$ cat src/sv/bopa_pkg.sv
// Shared types and constants for the bitmap object pool allocator.
// Used by the divider, the top level and the testbench; depends on nothing else.
`timescale 1ns / 1ps

package bopa_pkg;

   localparam int ADDR_W    = 48;  // object addresses and pool base
   localparam int SIZE_W    = 16;  // object size in bytes
   localparam int CNT_W     = 7;   // slot count register
   localparam int SLOT_ID_W = 7;   // signed slot index on the result side
   localparam int STATUS_W  = 2;
   localparam int CSR_AW    = 2;

   // The bitmap is kept as rows of this many slots.
   localparam int ROW_BITS  = 8;
   localparam int BIT_AW    = $clog2(ROW_BITS);

   // A free's offset is below object_size * 64, so the quotient fits here.
   localparam int QUO_W     = 7;
   localparam int DVD_W     = SIZE_W + QUO_W;

   localparam logic [SLOT_ID_W-1:0] SLOT_NONE = '1;  // -1

   localparam logic OP_ALLOC = 1'b0;
   localparam logic OP_FREE  = 1'b1;

   localparam logic [CSR_AW-1:0] CSR_POOL_BASE    = 2'd0;
   localparam logic [CSR_AW-1:0] CSR_OBJECT_SIZE  = 2'd1;
   localparam logic [CSR_AW-1:0] CSR_SLOTS_IN_USE = 2'd2;

   typedef enum logic [STATUS_W-1:0] {
      STATUS_OK    = 2'd0,
      STATUS_FULL  = 2'd1,
      STATUS_STRAY = 2'd2
   } status_type;

   // Result of the serial divider, valid for one cycle when done is high.
   typedef struct packed {
      logic             done;
      logic [QUO_W-1:0] quotient;
      logic             rem_zero;
   } div_rsp_type;

endpackage

$ cat src/sv/bitmap_object_pool_allocator.sv
// Top level of the bitmap object pool allocator: control sequencer, shared
// multiplier and result register. Depends on bopa_pkg, bopa_ram and bopa_div.
`timescale 1ns / 1ps

// The block hands out equal-size object slots from a pool at pool_base and
// takes them back. Each request word carries the kind in req_tuser (0 to
// allocate, 1 to free) and, for a free, the object address in req_tdata.
// Each request produces exactly one response word: a status in rsp_tuser
// (0 success, 1 pool full, 2 stray free), the slot index (-1 when none) and,
// for an allocation, the object address pool_base + object_size * index.
// The use bitmap lives in a small RAM of 8-slot rows with a registered read;
// every row reads as all free after reset, so no clearing pass is needed.
// Requests are handled one at a time. An allocation scans the rows in order,
// each in a read and a check state, then forms the address in a multiply
// and an add state; its time is set by the row scan through the RAM read
// port. A free spends most of its time in the bit-serial divider that turns
// the address offset into a slot index. A finished response waits in its
// own register, so the next request is taken while the previous response
// is still unclaimed. The user writes configuration (csr_we/csr_addr/
// csr_wdata) only while no request is in flight; the block does not enforce it.

module bitmap_object_pool_allocator
   import bopa_pkg::*;
#(
   parameter int MAX_SLOTS = 64
) (
   input  logic                  clock,
   input  logic                  reset,
   // Request channel.
   input  logic                  req_tvalid,
   output logic                  req_tready,
   input  logic [ADDR_W-1:0]     req_tdata,   // [47:0] free_addr
   input  logic                  req_tuser,   // [0] op
   // Response channel.
   output logic                  rsp_tvalid,
   input  logic                  rsp_tready,
   output logic [55:0]           rsp_tdata,   // [6:0] slot_id, [54:7] object_addr, [55] zero
   output logic [STATUS_W-1:0]   rsp_tuser,   // [1:0] status
   // Configuration write port.
   input  logic                  csr_we,
   input  logic [CSR_AW-1:0]     csr_addr,
   input  logic [ADDR_W-1:0]     csr_wdata
);

   localparam int ROWS   = (MAX_SLOTS + ROW_BITS - 1) / ROW_BITS;
   localparam int ROW_AW = (ROWS > 1) ? $clog2(ROWS) : 1;
   localparam int PROD_W = SIZE_W + CNT_W;

   typedef enum logic [3:0] {
      ST_IDLE,
      ST_A_READ,
      ST_A_CHECK,
      ST_A_MUL,
      ST_A_ADD,
      ST_F_OFF,
      ST_F_RANGE,
      ST_F_DIV,
      ST_F_READ,
      ST_F_CLEAR,
      ST_OUT
   } state_type;

   state_type state_ff;

   // Configuration registers.
   logic [ADDR_W-1:0]    base_ff;
   logic [SIZE_W-1:0]    size_ff;
   logic [CNT_W-1:0]     slots_ff;

   // Request in flight.
   logic [ADDR_W-1:0]    addr_ff;
   logic [ROW_AW-1:0]    row_ff;
   logic [SLOT_ID_W-1:0] idx_ff;
   logic [ADDR_W-1:0]    off_ff;
   logic                 ok_ff;
   logic [PROD_W-1:0]    prod_ff;

   // Result waiting to enter the response register.
   status_type           res_status_ff;
   logic [SLOT_ID_W-1:0] res_id_ff;
   logic [ADDR_W-1:0]    res_addr_ff;

   // Response register.
   logic                 rsp_valid_ff;
   status_type           rsp_status_ff;
   logic [SLOT_ID_W-1:0] rsp_id_ff;
   logic [ADDR_W-1:0]    rsp_addr_ff;

   // A row that has never been written reads as all free.
   logic [ROWS-1:0]      row_valid_ff;

   logic [CNT_W-1:0]     slot_count;
   logic [ROW_BITS-1:0]  rd_data;
   logic [ROW_BITS-1:0]  word;
   logic [CNT_W-1:0]     row_base;
   logic [CNT_W-1:0]     next_base;
   logic                 found;
   logic [BIT_AW-1:0]    hit;
   logic                 scan_end;
   logic [CNT_W-1:0]     mul_b;
   logic [PROD_W-1:0]    prod_in;
   logic [ADDR_W:0]      diff;
   logic                 range_ok;
   logic                 div_start;
   div_rsp_type          div_rsp;
   logic                 ram_we;
   logic [ROW_BITS-1:0]  ram_wdata;

   // Slot counts above the built capacity count as the capacity.
   assign slot_count = (slots_ff > CNT_W'(MAX_SLOTS)) ? CNT_W'(MAX_SLOTS) : slots_ff;

   assign word      = row_valid_ff[row_ff] ? rd_data : '0;
   assign row_base  = CNT_W'({row_ff, BIT_AW'(0)});
   assign next_base = row_base + CNT_W'(ROW_BITS);
   assign scan_end  = (next_base >= slot_count) || (row_ff == ROW_AW'(ROWS - 1));

   // Lowest free slot of the current row that still lies inside the pool.
   always_comb begin
      found = 1'b0;
      hit   = '0;
      for (int b = ROW_BITS - 1; b >= 0; b--) begin
         if (!word[b] && ((row_base + CNT_W'(b)) < slot_count)) begin
            found = 1'b1;
            hit   = BIT_AW'(b);
         end
      end
   end

   // One multiplier serves both the object address and the pool span.
   assign mul_b   = (state_ff == ST_A_MUL) ? idx_ff : slot_count;
   assign prod_in = PROD_W'(size_ff) * PROD_W'(mul_b);

   assign diff     = {1'b0, addr_ff} - {1'b0, base_ff};
   assign range_ok = ok_ff && (off_ff < ADDR_W'(prod_ff));
   assign div_start = (state_ff == ST_F_RANGE) && range_ok;

   assign ram_we    = ((state_ff == ST_A_CHECK) && found) || (state_ff == ST_F_CLEAR);
   assign ram_wdata = (state_ff == ST_F_CLEAR)
                    ? (word & ~(ROW_BITS'(1) << idx_ff[BIT_AW-1:0]))
                    : (word | (ROW_BITS'(1) << hit));

   bopa_ram #(
      .WIDTH (ROW_BITS),
      .DEPTH (ROWS)
   ) u_map (
      .clock   (clock),
      .wr_en   (ram_we),
      .wr_addr (row_ff),
      .wr_data (ram_wdata),
      .rd_addr (row_ff),
      .rd_data (rd_data)
   );

   bopa_div u_div (
      .clock    (clock),
      .reset    (reset),
      .start    (div_start),
      .dividend (off_ff[DVD_W-1:0]),
      .divisor  (size_ff),
      .rsp      (div_rsp)
   );

   // Configuration registers.
   always_ff @(posedge clock) begin
      if (reset) begin
         base_ff  <= '0;
         size_ff  <= SIZE_W'(64);
         slots_ff <= CNT_W'(64);
      end else if (csr_we) begin
         case (csr_addr)
            CSR_POOL_BASE:    base_ff  <= csr_wdata;
            CSR_OBJECT_SIZE:  size_ff  <= csr_wdata[SIZE_W-1:0];
            CSR_SLOTS_IN_USE: slots_ff <= csr_wdata[CNT_W-1:0];
            default: ;
         endcase
      end
   end

   // Request sequencer and response register.
   always_ff @(posedge clock) begin
      if (reset) begin
         state_ff     <= ST_IDLE;
         rsp_valid_ff <= 1'b0;
         row_valid_ff <= '0;
      end else begin
         // In ST_OUT the register is reloaded in the same cycle it drains.
         if (rsp_valid_ff && rsp_tready && (state_ff != ST_OUT)) begin
            rsp_valid_ff <= 1'b0;
         end
         if (ram_we) begin
            row_valid_ff[row_ff] <= 1'b1;
         end

         case (state_ff)
            ST_IDLE: begin
               if (req_tvalid) begin
                  addr_ff  <= req_tdata;
                  row_ff   <= '0;
                  state_ff <= (req_tuser == OP_FREE) ? ST_F_OFF : ST_A_READ;
               end
            end

            ST_A_READ: begin
               state_ff <= ST_A_CHECK;
            end

            ST_A_CHECK: begin
               if (found) begin
                  idx_ff   <= row_base + CNT_W'(hit);
                  state_ff <= ST_A_MUL;
               end else if (scan_end) begin
                  res_status_ff <= STATUS_FULL;
                  res_id_ff     <= SLOT_NONE;
                  res_addr_ff   <= '0;
                  state_ff      <= ST_OUT;
               end else begin
                  row_ff   <= row_ff + 1'b1;
                  state_ff <= ST_A_READ;
               end
            end

            ST_A_MUL: begin
               prod_ff  <= prod_in;
               state_ff <= ST_A_ADD;
            end

            ST_A_ADD: begin
               res_status_ff <= STATUS_OK;
               res_id_ff     <= idx_ff;
               res_addr_ff   <= base_ff + ADDR_W'(prod_ff);
               state_ff      <= ST_OUT;
            end

            ST_F_OFF: begin
               // The offset must not be negative and the pool must cover bytes.
               off_ff   <= diff[ADDR_W-1:0];
               ok_ff    <= !diff[ADDR_W] && (size_ff != '0);
               prod_ff  <= prod_in;
               state_ff <= ST_F_RANGE;
            end

            ST_F_RANGE: begin
               if (range_ok) begin
                  state_ff <= ST_F_DIV;
               end else begin
                  res_status_ff <= STATUS_STRAY;
                  res_id_ff     <= SLOT_NONE;
                  res_addr_ff   <= '0;
                  state_ff      <= ST_OUT;
               end
            end

            ST_F_DIV: begin
               if (div_rsp.done) begin
                  if (div_rsp.rem_zero) begin
                     idx_ff   <= SLOT_ID_W'(div_rsp.quotient);
                     row_ff   <= ROW_AW'(div_rsp.quotient >> BIT_AW);
                     state_ff <= ST_F_READ;
                  end else begin
                     res_status_ff <= STATUS_STRAY;
                     res_id_ff     <= SLOT_NONE;
                     res_addr_ff   <= '0;
                     state_ff      <= ST_OUT;
                  end
               end
            end

            ST_F_READ: begin
               state_ff <= ST_F_CLEAR;
            end

            ST_F_CLEAR: begin
               // Freeing a slot that is already free is not an error.
               res_status_ff <= STATUS_OK;
               res_id_ff     <= idx_ff;
               res_addr_ff   <= '0;
               state_ff      <= ST_OUT;
            end

            ST_OUT: begin
               if (!rsp_valid_ff || rsp_tready) begin
                  rsp_valid_ff  <= 1'b1;
                  rsp_status_ff <= res_status_ff;
                  rsp_id_ff     <= res_id_ff;
                  rsp_addr_ff   <= res_addr_ff;
                  state_ff      <= ST_IDLE;
               end
            end

            default: begin
               state_ff <= ST_IDLE;
            end
         endcase
      end
   end

   assign req_tready = (state_ff == ST_IDLE);
   assign rsp_tvalid = rsp_valid_ff;
   assign rsp_tdata  = {1'b0, rsp_addr_ff, rsp_id_ff};
   assign rsp_tuser  = rsp_status_ff;

endmodule

$ cat src/sv/bopa_ram.sv
// Generic simple dual-port RAM with one write port and a registered read.
// Standalone; no package dependencies.
`timescale 1ns / 1ps

module bopa_ram #(
   parameter int WIDTH = 8,
   parameter int DEPTH = 8
) (
   input  logic                                  clock,
   input  logic                                  wr_en,
   input  logic [(DEPTH > 1 ? $clog2(DEPTH) : 1)-1:0] wr_addr,
   input  logic [WIDTH-1:0]                      wr_data,
   input  logic [(DEPTH > 1 ? $clog2(DEPTH) : 1)-1:0] rd_addr,
   output logic [WIDTH-1:0]                      rd_data
);

   logic [WIDTH-1:0] mem_ff [DEPTH];

   always_ff @(posedge clock) begin
      if (wr_en) begin
         mem_ff[wr_addr] <= wr_data;
      end
      rd_data <= mem_ff[rd_addr];
   end

endmodule

$ cat src/sv/bopa_div.sv
// Restoring serial divider that yields one quotient bit per cycle.
// Depends on bopa_pkg for widths and the result struct.
`timescale 1ns / 1ps

module bopa_div
   import bopa_pkg::*;
(
   input  logic              clock,
   input  logic              reset,
   input  logic              start,
   input  logic [DVD_W-1:0]  dividend,
   input  logic [SIZE_W-1:0] divisor,
   output div_rsp_type       rsp
);

   logic                     busy_ff;
   logic                     done_ff;
   logic [$clog2(QUO_W)-1:0] cnt_ff;
   logic [DVD_W-1:0]         rem_ff;
   logic [DVD_W-1:0]         dsr_ff;
   logic [QUO_W-1:0]         quo_ff;
   logic                     take_in;

   // The shifted divisor is compared against the partial remainder each step.
   assign take_in = (rem_ff >= dsr_ff);

   always_ff @(posedge clock) begin
      if (reset) begin
         busy_ff <= 1'b0;
         done_ff <= 1'b0;
         cnt_ff  <= '0;
      end else begin
         done_ff <= 1'b0;
         if (start) begin
            busy_ff <= 1'b1;
            cnt_ff  <= ($clog2(QUO_W))'(QUO_W - 1);
         end else if (busy_ff) begin
            cnt_ff <= cnt_ff - 1'b1;
            if (cnt_ff == '0) begin
               busy_ff <= 1'b0;
               done_ff <= 1'b1;
            end
         end
      end
   end

   always_ff @(posedge clock) begin
      if (start) begin
         rem_ff <= dividend;
         dsr_ff <= DVD_W'(divisor) << (QUO_W - 1);
         quo_ff <= '0;
      end else if (busy_ff) begin
         if (take_in) begin
            rem_ff <= rem_ff - dsr_ff;
         end
         dsr_ff <= dsr_ff >> 1;
         quo_ff <= {quo_ff[QUO_W-2:0], take_in};
      end
   end

   assign rsp.done     = done_ff;
   assign rsp.quotient = quo_ff;
   assign rsp.rem_zero = (rem_ff == '0);

endmodule

$ cat config.mk
export PLATFORM = sky130hd
export DESIGN_NAME = bitmap_object_pool_allocator
export DESIGN_NICKNAME = d
export VERILOG_FILES = /design/src/sv/bopa_pkg.sv /design/src/sv/bitmap_object_pool_allocator.sv /design/src/sv/bopa_ram.sv /design/src/sv/bopa_div.sv
export SDC_FILE = /design/constraint.sdc
export NUM_CORES = 1
export LEC_CHECK = 0
export BUFFER_PORTS_ARGS = -buffer_cell sky130_fd_sc_hd__buf_2
export CORE_MARGIN = 10
export CORE_UTILIZATION = 35
export CTS_BUF_LIST = sky130_fd_sc_hd__clkbuf_16
export DETAILED_ROUTE_END_ITERATION = 10
export GPL_ROUTABILITY_DRIVEN = 0
export HOLD_SLACK_MARGIN = 0.15
export PLACE_DENSITY = 0.51
export SYNTH_ARGS = -nofsm -noshare
export SYNTH_HDL_FRONTEND = slang
export SYNTH_SLANG_ARGS = --single-unit
$ cat constraint.sdc
create_clock -name clock -period 24.8 [get_ports clock]
set_input_delay 1.24 -clock clock [delete_from_list [all_inputs] [get_ports clock]]
set_output_delay 1.24 -clock clock [all_outputs]
set_load 0.02 [all_outputs]
# Yosys cells after proc, flatten, opt, wreduce, memory -nomap -nowiden
# Memory sizes are Yosys's and may differ from the RTL's. A register that Yosys moved wholly into a read port is not among the register bits.
# Cells that the tools add are included.
[word_totals]
out_inout_bits = 60
register_bits = 385
memories = 1
ramBits = 64
inputBits = 104
[mem_list]
columns = ["name", "words", "width", "read_ports", "rd_ports_with_merged_regs", "wr", "line_no", "rtl"]
rows = [
  ["u_map.mem_ff", 8, 8, 1, 1, 1, "bopa_ram.sv:17", "logic [WIDTH-1:0] mem_ff [DEPTH];"],
]
[classes]
bitwise = 6
n_eq_ne = 24
n_mul = 1
shifts = 2
muxes = 77
magnitude_cmp = 14
n_reduce_logical = 56
add_sub_neg = 14
[op_table]
columns = ["op", "count"]
rows = [
  ["$mux W48", 5],
  ["$pmux W48 S5", 1],
  ["$mux W7", 10],
  ["$mux W23", 3],
  ["$lt A7 B7 Y1", 7],
  ["$sub A48 B48 Y49", 1],
  ["$add A48 B23 Y48", 1],
  ["$lt A48 B23 Y1", 1],
  ["$mux W3", 16],
  ["$mux W22", 2],
  ["$pmux W4 S10", 1],
  ["$add A6 B3 Y7 const B", 4],
  ["$pmux W7 S4", 1],
  ["$mux W4", 6],
  ["$ge A23 B22 Y1", 1],
  ["$logic_not A23 Y1", 1],
  ["$mul A16 B7 Y23", 1],
  ["$sub A23 B22 Y23", 1],
  ["$reduce_and A7 Y1", 3],
  ["$mux W1", 19],
  ["$ne A2 B2 Y1 const B", 9],
  ["$eq A4 B3 Y1 const B", 4],
  ["$mux W8", 2],
  ["$or A8 B8 Y8", 2],
  ["other kinds (45)", 92],
]

# Longest topological paths before layout
# Gate-level depths: netlist of run 1.
[logic_depth]
word_depth = 17
depth_mapped = 25
mapped_depth_nobuf = 23

# Modules after synthesis
# From an unflattened synthesis of run 1, not the netlist that was laid out.
[unflattened]
cells_unflattened = 2434
area_unflattened_um2 = 26117.5
[by_module_without_submodules]
columns = ["mod", "instances", "cells_each", "area_each_um2", "seq_area_each_um2"]
rows = [
  ["bitmap_object_pool_allocator", 1, 1947, 19871.6, 9008.6],
  ["bopa_div", 1, 373, 3554.7, 1531.5],
  ["bopa_ram", 1, 114, 2691.3, 2082.0],
]

# Least setup slack after synthesis of run 1
# Ideal clock, no wire load.
[synth_timing]
path_type = "input to register"
start = "input port reset"
end = "register rsp_addr_ff[0], enable pin"
setup_slack_ps = 16613
cell_stages = 3
t_arrival_ps = 7554
setup_time_ps = 633
path_buffers = 2
path_cell_list = "clkbuf_1 > clkbuf_1 > nor4b_1"
[synth_between]
elab_chain_len = 2
[synth_rtl]
columns = ["element", "line_no", "rtl"]
rows = [
  ["from (decl)", "bitmap_object_pool_allocator.sv:28", "input logic reset,"],
  ["$not A1 Y1 (no line)", "--", ""],
  ["$reduce_and A3 Y1 (no line)", "--", ""],
  ["to (signal assigned)", "bitmap_object_pool_allocator.sv:285", "rsp_addr_ff <= res_addr_ff;"],
  ["to (decl)", "bitmap_object_pool_allocator.sv:87", "logic [ADDR_W-1:0] rsp_addr_ff;"],
]
# No other way between the ends.
# A chain may end at the register's enable or synchronous reset.

# Worst setup path after layout of run 1
[layout_timing]
start = "register state_ff[1]"
end = "register prod_ff[21] (data pin)"
[layout_between]
elab_chain_len = 3
[layout_rtl]
columns = ["element", "line_no", "rtl"]
rows = [
  ["from (decl)", "bitmap_object_pool_allocator.sv:63", "state_type state_ff;"],
  ["from (signal assigned)", "bitmap_object_pool_allocator.sv:199", "state_ff <= (req_tuser == OP_FREE) ? ST_F_OFF : ST_A_READ;"],
  ["$eq A4 B2 Y1", "bitmap_object_pool_allocator.sv:130", "assign mul_b = (state_ff == ST_A_MUL) ? idx_ff : slot_count;"],
  ["$mux W7", "bitmap_object_pool_allocator.sv:130", ""],
  ["$mul A16 B7 Y23", "bitmap_object_pool_allocator.sv:131", "assign prod_in = PROD_W'(size_ff) * PROD_W'(mul_b);"],
  ["via prod_in[21]", "bitmap_object_pool_allocator.sv:101", "logic [PROD_W-1:0] prod_in;"],
  ["to (signal assigned)", "bitmap_object_pool_allocator.sv:223", "prod_ff <= prod_in;"],
  ["to (signal assigned)", "bitmap_object_pool_allocator.sv:238", "prod_ff <= prod_in;"],
  ["to (decl)", "bitmap_object_pool_allocator.sv:76", "logic [PROD_W-1:0] prod_ff;"],
]
# The timed path passes the listed nets, and every way through them passes these cells.

==> results of run 1 <==
## critical path: cells and delay by family, from the launching register on
kind | cells | cell delay [ns]
AO/OA/AOI/OAI | 7 | 2.38
adder cells (fa/ha/maj) | 5 | 2.31
AND/OR/NAND/NOR | 6 | 0.85
flip-flops | 1 | 0.68
buffers and inverters | 5 | 0.44
XOR/XNOR | 1 | 0.09
## flip-flops by register name, indices dropped and copies added (netlist names), 2 cells and up
register and flops:
addr_ff 48, base_ff 48, idx_ff 7, off_ff 48, prod_ff 23, res_addr_ff 48
res_id_ff 7, res_status_ff 2, row_ff 3, row_valid_ff 8, rsp_addr_ff 48, rsp_id_ff 7
rsp_tuser 2, size_ff 16, slots_ff 7, state_ff 4, u_div.cnt_ff 3, u_div.dsr_ff 22
u_div.quo_ff 7, u_div.rem_ff 23, u_map.mem_ff 64, u_map.rd_data 8
## path summary, 6_finish.rpt
path                   start               to
min reg2reg  res_addr_ff[42]  rsp_addr_ff[42]
min          res_addr_ff[42]  rsp_addr_ff[42]
max reg2reg      state_ff[1]      prod_ff[21]
max              state_ff[1]      prod_ff[21]
## metal layers
metal  up-vias  wire length [microns]
li1       9253                      -
met1      9481                  34300
met2       441                  35000
met3        88                   3540
met4         0                   1800
met5         -                      0
## cells by family after synthesis
group                      count (synthesis)  synth area share (%)
DFF                                      457                  47.8
xor gates and xnor gates                 123                  4.08
muxes                                     50                  2.26
AOI/OAI and AO/OA                        517                  12.3
other                                      1                0.0142
adders and majority gates                240                  13.4
and+or+nand+nor                          862                  15.6
buffers and inverters                    304                  4.52
## power by group
part           leakage (nW)  total (mW)  internal, mW  switching, mW
Clock                 0.812       0.728         0.403          0.325
Combinational          6.66       0.423         0.154          0.270
Sequential             4.02       0.967         0.919         0.0478
## final cells by class
cell class | count | area [sq um]
Clock buffer | 52 | 1300
Clock inverter | 46 | 295
Fill cell | 7364 | 44700
Inverter | 202 | 758
Multi-Input combinational cell | 1793 | 12600
Sequential cell | 457 | 12600
Tap cell | 969 | 1210
Timing Repair Buffer | 187 | 1000
## cells in the final DEF (no fill, tap or decap), types with 13 or more instances in the layout
master	Yosys	layout
o21ai_0	96	96
and3_1	20	20
a31oi_1	13	13
a21oi_1	202	200
fa_1	72	72
and2_1	14	14
nor4_1	26	24
inv_1	200	211
nor2b_1	108	108
o21a_1	21	21
xnor2_1	88	88
nor2_1	167	166
buf_2	13	161
mux2i_1	31	31
a21o_1	60	60
clkbuf_16	0	52
nand2b_1	46	46
nor3_1	43	39
xor2_1	35	35
nand2_1	320	320
clkinv_1	2	17
or2_2	14	14
nand4_1	14	14
dfxtp_1	110	110
edfxtp_1	347	347
nand3_1	52	52
ha_1	168	168
buf_4	9	26
## through the flow
stage               area (sq um)  instances
floorplan                  26400       2554
global placement           28200       3608
detailed placement         28200       3608
CTS                        29800       3706
global route               29800       3706
finish                     29800       3706
==> metrics.csv, run 1 <==
metric,value,unit
setup bufs post-CTS,0,
Crit path largest cell delay,0.68,ns
global routing's busiest layer,met2,
HP Class,reg -> reg,
Resized cells post-CTS,0,
remaining global-route overflow,0,
Tcrit/Tclk final,28.5,%
port buffer count,162,
Initial Util,35.4,%
critical path data required time,25.14,ns
post-synthesis sequential area ratio,47.8,%
Yosys top cell by area,edfxtp_1,
Yosys cell types,84,
CP Capture Type,register,
RSZ-0062 raised after global routing,no,
Cells on Worst Hold Path,0,
worst-skew pair later-pin latency,0.62,ns
Post-Synthesis Cells,2554,
Tot Pwr,2.12,mW
Final Util,40.0,%
largest net degree at the start of global routing,65,
minimum clock period,7.06,ns
H-tree Lvls,2,
Setup WS post-layout,17.74,ns
met3 Track Usage GR,2.72,%
Clock transition at path regs,0.06,ns
most numerous cell in the Yosys netlist,edfxtp_1,
flop2flop setup slack,17.74,ns
FMAX,142,MHz
vias in the first global route,19500,
max_slew headroom,18.5,%
Setup Viol. Count Final,0,
initial antenna violation count,0,
WHS,0.416,ns
I/O pins,164,
kind of critical path,reg -> reg,
via count,19300,
Fin. Hold Viols,0,
peak supply drop,0.0527,mV
first-pass GRT wire length,115000,microns
Post-synth top flop,edfxtp_1,
Die X,295,microns
Die ar.,86800,sq um
crit-path cells,nand2_1 > nor3_1 > buf_4 > nor2_1 > a21oi_2 > nor2b_1 > fa_1 > inv_1 > fa_1 > inv_1 > fa_1 > inv_1 > fa_1 > inv_1 > ha_1 > nor3_1 > o211ai_1 > a31o_2 > o41ai_1 > o21ai_0 > a21oi_1 > nor2b_1 > o211ai_1 > xnor2_1,
crit path max-delay cell type,dfxtp_1,
flop and latch count out of synthesis,457,
layout cells sized above 1,11.7,%
Worst R2R Path Depth,24,
CTS tree,done,
final net count,3037,
Core ar.,74600,sq um
drt first pass iters,5,
Setup WS pre-CTS,17.38,ns
cell area after synthesis,26400,sq um
share of the synthesized area in the top cell type,39.5,%
DRT antenna net count,0,
synth warn,0,
crit-path max FO,17,
"EDFF count, synth",347,
Synth area leaders,"edfxtp_1 (39%), dfxtp_1 (8.3%), ha_1 (8.0%)",
post-synth net total,2898,
HPWL after DPL,56500,microns
"Arr. time, crit path",7.40,ns
root buf cell,clkbuf_16,
Worst Skew,0.0425,ns
Row Count,100,
CP startpoint kind,register,
First DRT Iteration DRCs,1425,
P&R area growth vs syn,13.0,%
drt wl/cell,20.1,microns
Fin Setup TNS,0,ns
number of max-cap violations,0,
P_leak,11.5,nW
async set or reset register ratio after synthesis,0,%
clock sink count,457,
DR vias/cell,5.20,
number of inserted diodes,0,
CTS buffer count,52,
met2 Use GR,27.9,%
Cell Pwr Density,71.0,nW/um^2
worst slew pin tran,1.22,ns
outcome,"finished, final reports clean",
GRT Total Usage,17.0,%
met1 usage,22.9,%
largest buffer count on any clock path,3,
total routed wirelength,74600,microns
DRC,0,
Post-synth top cells,"edfxtp_1 (347), nand2_1 (320), a21oi_1 (202), inv_1 (200), ha_1 (168)",
"Slew Viols, Final",0,
# hold bufs at CTS,0,
Die Ht,295,microns
syn avg cell area,10.3,sq um
No activity file was read; power rests on OpenSTA's default activity.
==> inputs of run 2 (changes only) <==
==> constraint.sdc (replaced) <==
create_clock -name clock -period 6.5 [get_ports clock]
set_input_delay 0.325 -clock clock [delete_from_list [all_inputs] [get_ports clock]]
set_output_delay 0.325 -clock clock [all_outputs]
set_load 0.02 [all_outputs]
==> run 2 against run 1 <==
  * Combinational power increased to 4.0 times the previous value
  * Sequential share of layout area fell by 2.0 points
  * Sequential power grew to 3.8 times the previous value
  * Largest cell class unchanged
==> metrics.csv, run 2 (same netlist as run 1, synthesis figures left out) <==
metric,value,unit
Worst R2R Path Depth,21,
CP startpoint kind,register,
peak supply drop,0.224,mV
reg2reg end,prod_ff[22],
root buf cell,clkbuf_16,
Final Util,41.9,%
DRC,0,
via count,19700,
First DRT Iteration DRCs,1496,
FMAX,164,MHz
minimum clock period,6.09,ns
layout cells sized above 1,12.0,%
flip-flop count of the largest register after layout,64,
drt wl/cell,20.0,microns
flop2flop setup slack,0.41,ns
clock sink count,457,
total routed wirelength,76200,microns
worst slew pin tran,1.12,ns
Worst Skew,0.0380,ns
largest net degree at the start of global routing,85,
Clock transition at path regs,0.06,ns
max_slew headroom,25.2,%
HP Class,in -> reg,
Initial Util,35.4,%
Fin Setup TNS,0,ns
number of max-cap violations,0,
P&R area growth vs syn,18.5,%
first-pass GRT wire length,119000,microns
CP Capture Type,register,
Setup Viol. Count Final,0,
remaining global-route overflow,0,
port buffer count,162,
Area after DPL,28300,sq um
largest buffer count on any clock path,3,
Worst Hold Path EP,rsp_tvalid,
Hold Crit Start,rsp_tready,
H-tree Lvls,2,
worst-skew pair later-pin latency,0.62,ns
DRT antenna net count,0,
RSZ-0062 raised after global routing,no,
Die Ht,295,microns
Die X,295,microns
final instance area,31300,sq um
GRT Total Usage,17.4,%
"most common cell after layout, fill and taps aside",edfxtp_1,
Core ar.,74600,sq um
crit-path max FO,13,
critical path data required time,6.84,ns
I/O pins,164,
"Slew Viols, Final",0,
Tcrit/Tclk final,93.6,%
HPWL after DPL,57200,microns
Cells on Worst Hold Path,4,
Cell Pwr Density,278,nW/um^2
WHS,0.205,ns
setup bufs post-CTS,0,
most frequent cells in the layout,"edfxtp_1 (347), nand2_1 (320), inv_1 (208)",
drt first pass iters,8,
Die ar.,86800,sq um
Largest Register,u_map.mem_ff,
CTS buffer count,54,
"Arr. time, crit path",6.43,ns
reg2reg start,state_ff[2],
CTS tree,done,
outcome,"finished, final reports clean",
# fillers,7139,
number of inserted diodes,0,
vias in the first global route,20100,
initial antenna violation count,0,
Row Count,100,
final net count,3145,
DR vias/cell,5.17,
kind of critical path,reg -> reg,
Fin. Hold Viols,0,
P_leak,12.1,nW
-- run 2: cell count changes in the layout (fill, tap and decap cells not counted), moves of 3 or more --
cell | before | now
buf_4 | 26 | 34
inv_1 | 211 | 208
clkinv_1 | 17 | 10
clkbuf_16 | 52 | 59
bufinv_16 | 2 | 10
dlygate4sd3_1 | 0 | 97
-- run 2: layout make-up --
| class | count | area (sq um) | area share, % |
|---|---|---|---|
| multi-input combinational | 1793 | 12700 | 40.5 |
| sequential | 457 | 12600 | 40.4 |
| tap | 969 | 1210 | 3.88 |
| inverter | 202 | 758 | 2.42 |
| clock buffer | 59 | 1480 | 4.72 |
| timing repair buffer | 293 | 2050 | 6.56 |
| clock inverter | 43 | 488 | 1.56 |
-- run 2: how the worst max path moves through the flow --
stage                     start           to  slack, ns  cells after the start
CTS                 state_ff[2]  prod_ff[21]       0.20                     21
finish              state_ff[2]  prod_ff[22]       0.41                     21
global route        state_ff[2]  prod_ff[22]       0.05                     21
floorplan           state_ff[1]  prod_ff[21]       0.36                     25
detailed placement  state_ff[2]  prod_ff[21]       0.26                     21
global placement    state_ff[2]  prod_ff[21]       0.26                     21
-- run 2: critical path, stage by stage, from the launching register on --
cell and delay [ns]:
dfxtp_1 0.41, nor3_1 0.26, buf_4 0.23, nor2_1 0.06, a21oi_1 0.30, buf_4 0.26, nor2b_1 0.09, fa_1 0.56
fa_1 0.44, fa_1 0.55, inv_1 0.06, fa_1 0.53, inv_1 0.04, ha_1 0.24, or3_1 0.40, o211ai_1 0.20
a41oi_1 0.31, nand2b_1 0.17, nand2_1 0.08, a211oi_1 0.32, a21oi_1 0.13, xnor2_1 0.15
-- run 2: report_power, final --
part	leakage, nW	internal (mW)	switching [mW]
combinational	7.13	0.640	1.05
sequential	4.02	3.51	0.182
clock	0.985	2.04	1.29
total	12.1	6.18	2.53
-- run 2: through the flow --
stage	setup slack, ns	power [mW]	instances
final	0.414	8.71	3816
after floorplan	0.356	4.82	2554
after global routing	0.0482	9.11	3816
after CTS	0.197	8.79	3816
after global placement	0.263	5.36	3617
after detailed placement	0.256	5.39	3617
-- run 2: per-layer routing --
layer / global-route usage, % / wire length, microns / share of wire [%]
met5: 0 / 0 / 0
met4: 4.53 / 1790 / 2.3
met3: 2.28 / 3730 / 4.9
met2: 28.7 / 35700 / 47
met1: 23.7 / 35000 / 46
-- run 2: what timing repair did --
action                                  CTS  global route
endpoints found under the setup margin    0             2
resized for setup                         0             2
hold buffers                             97             0
hold endpoints to repair                131             0
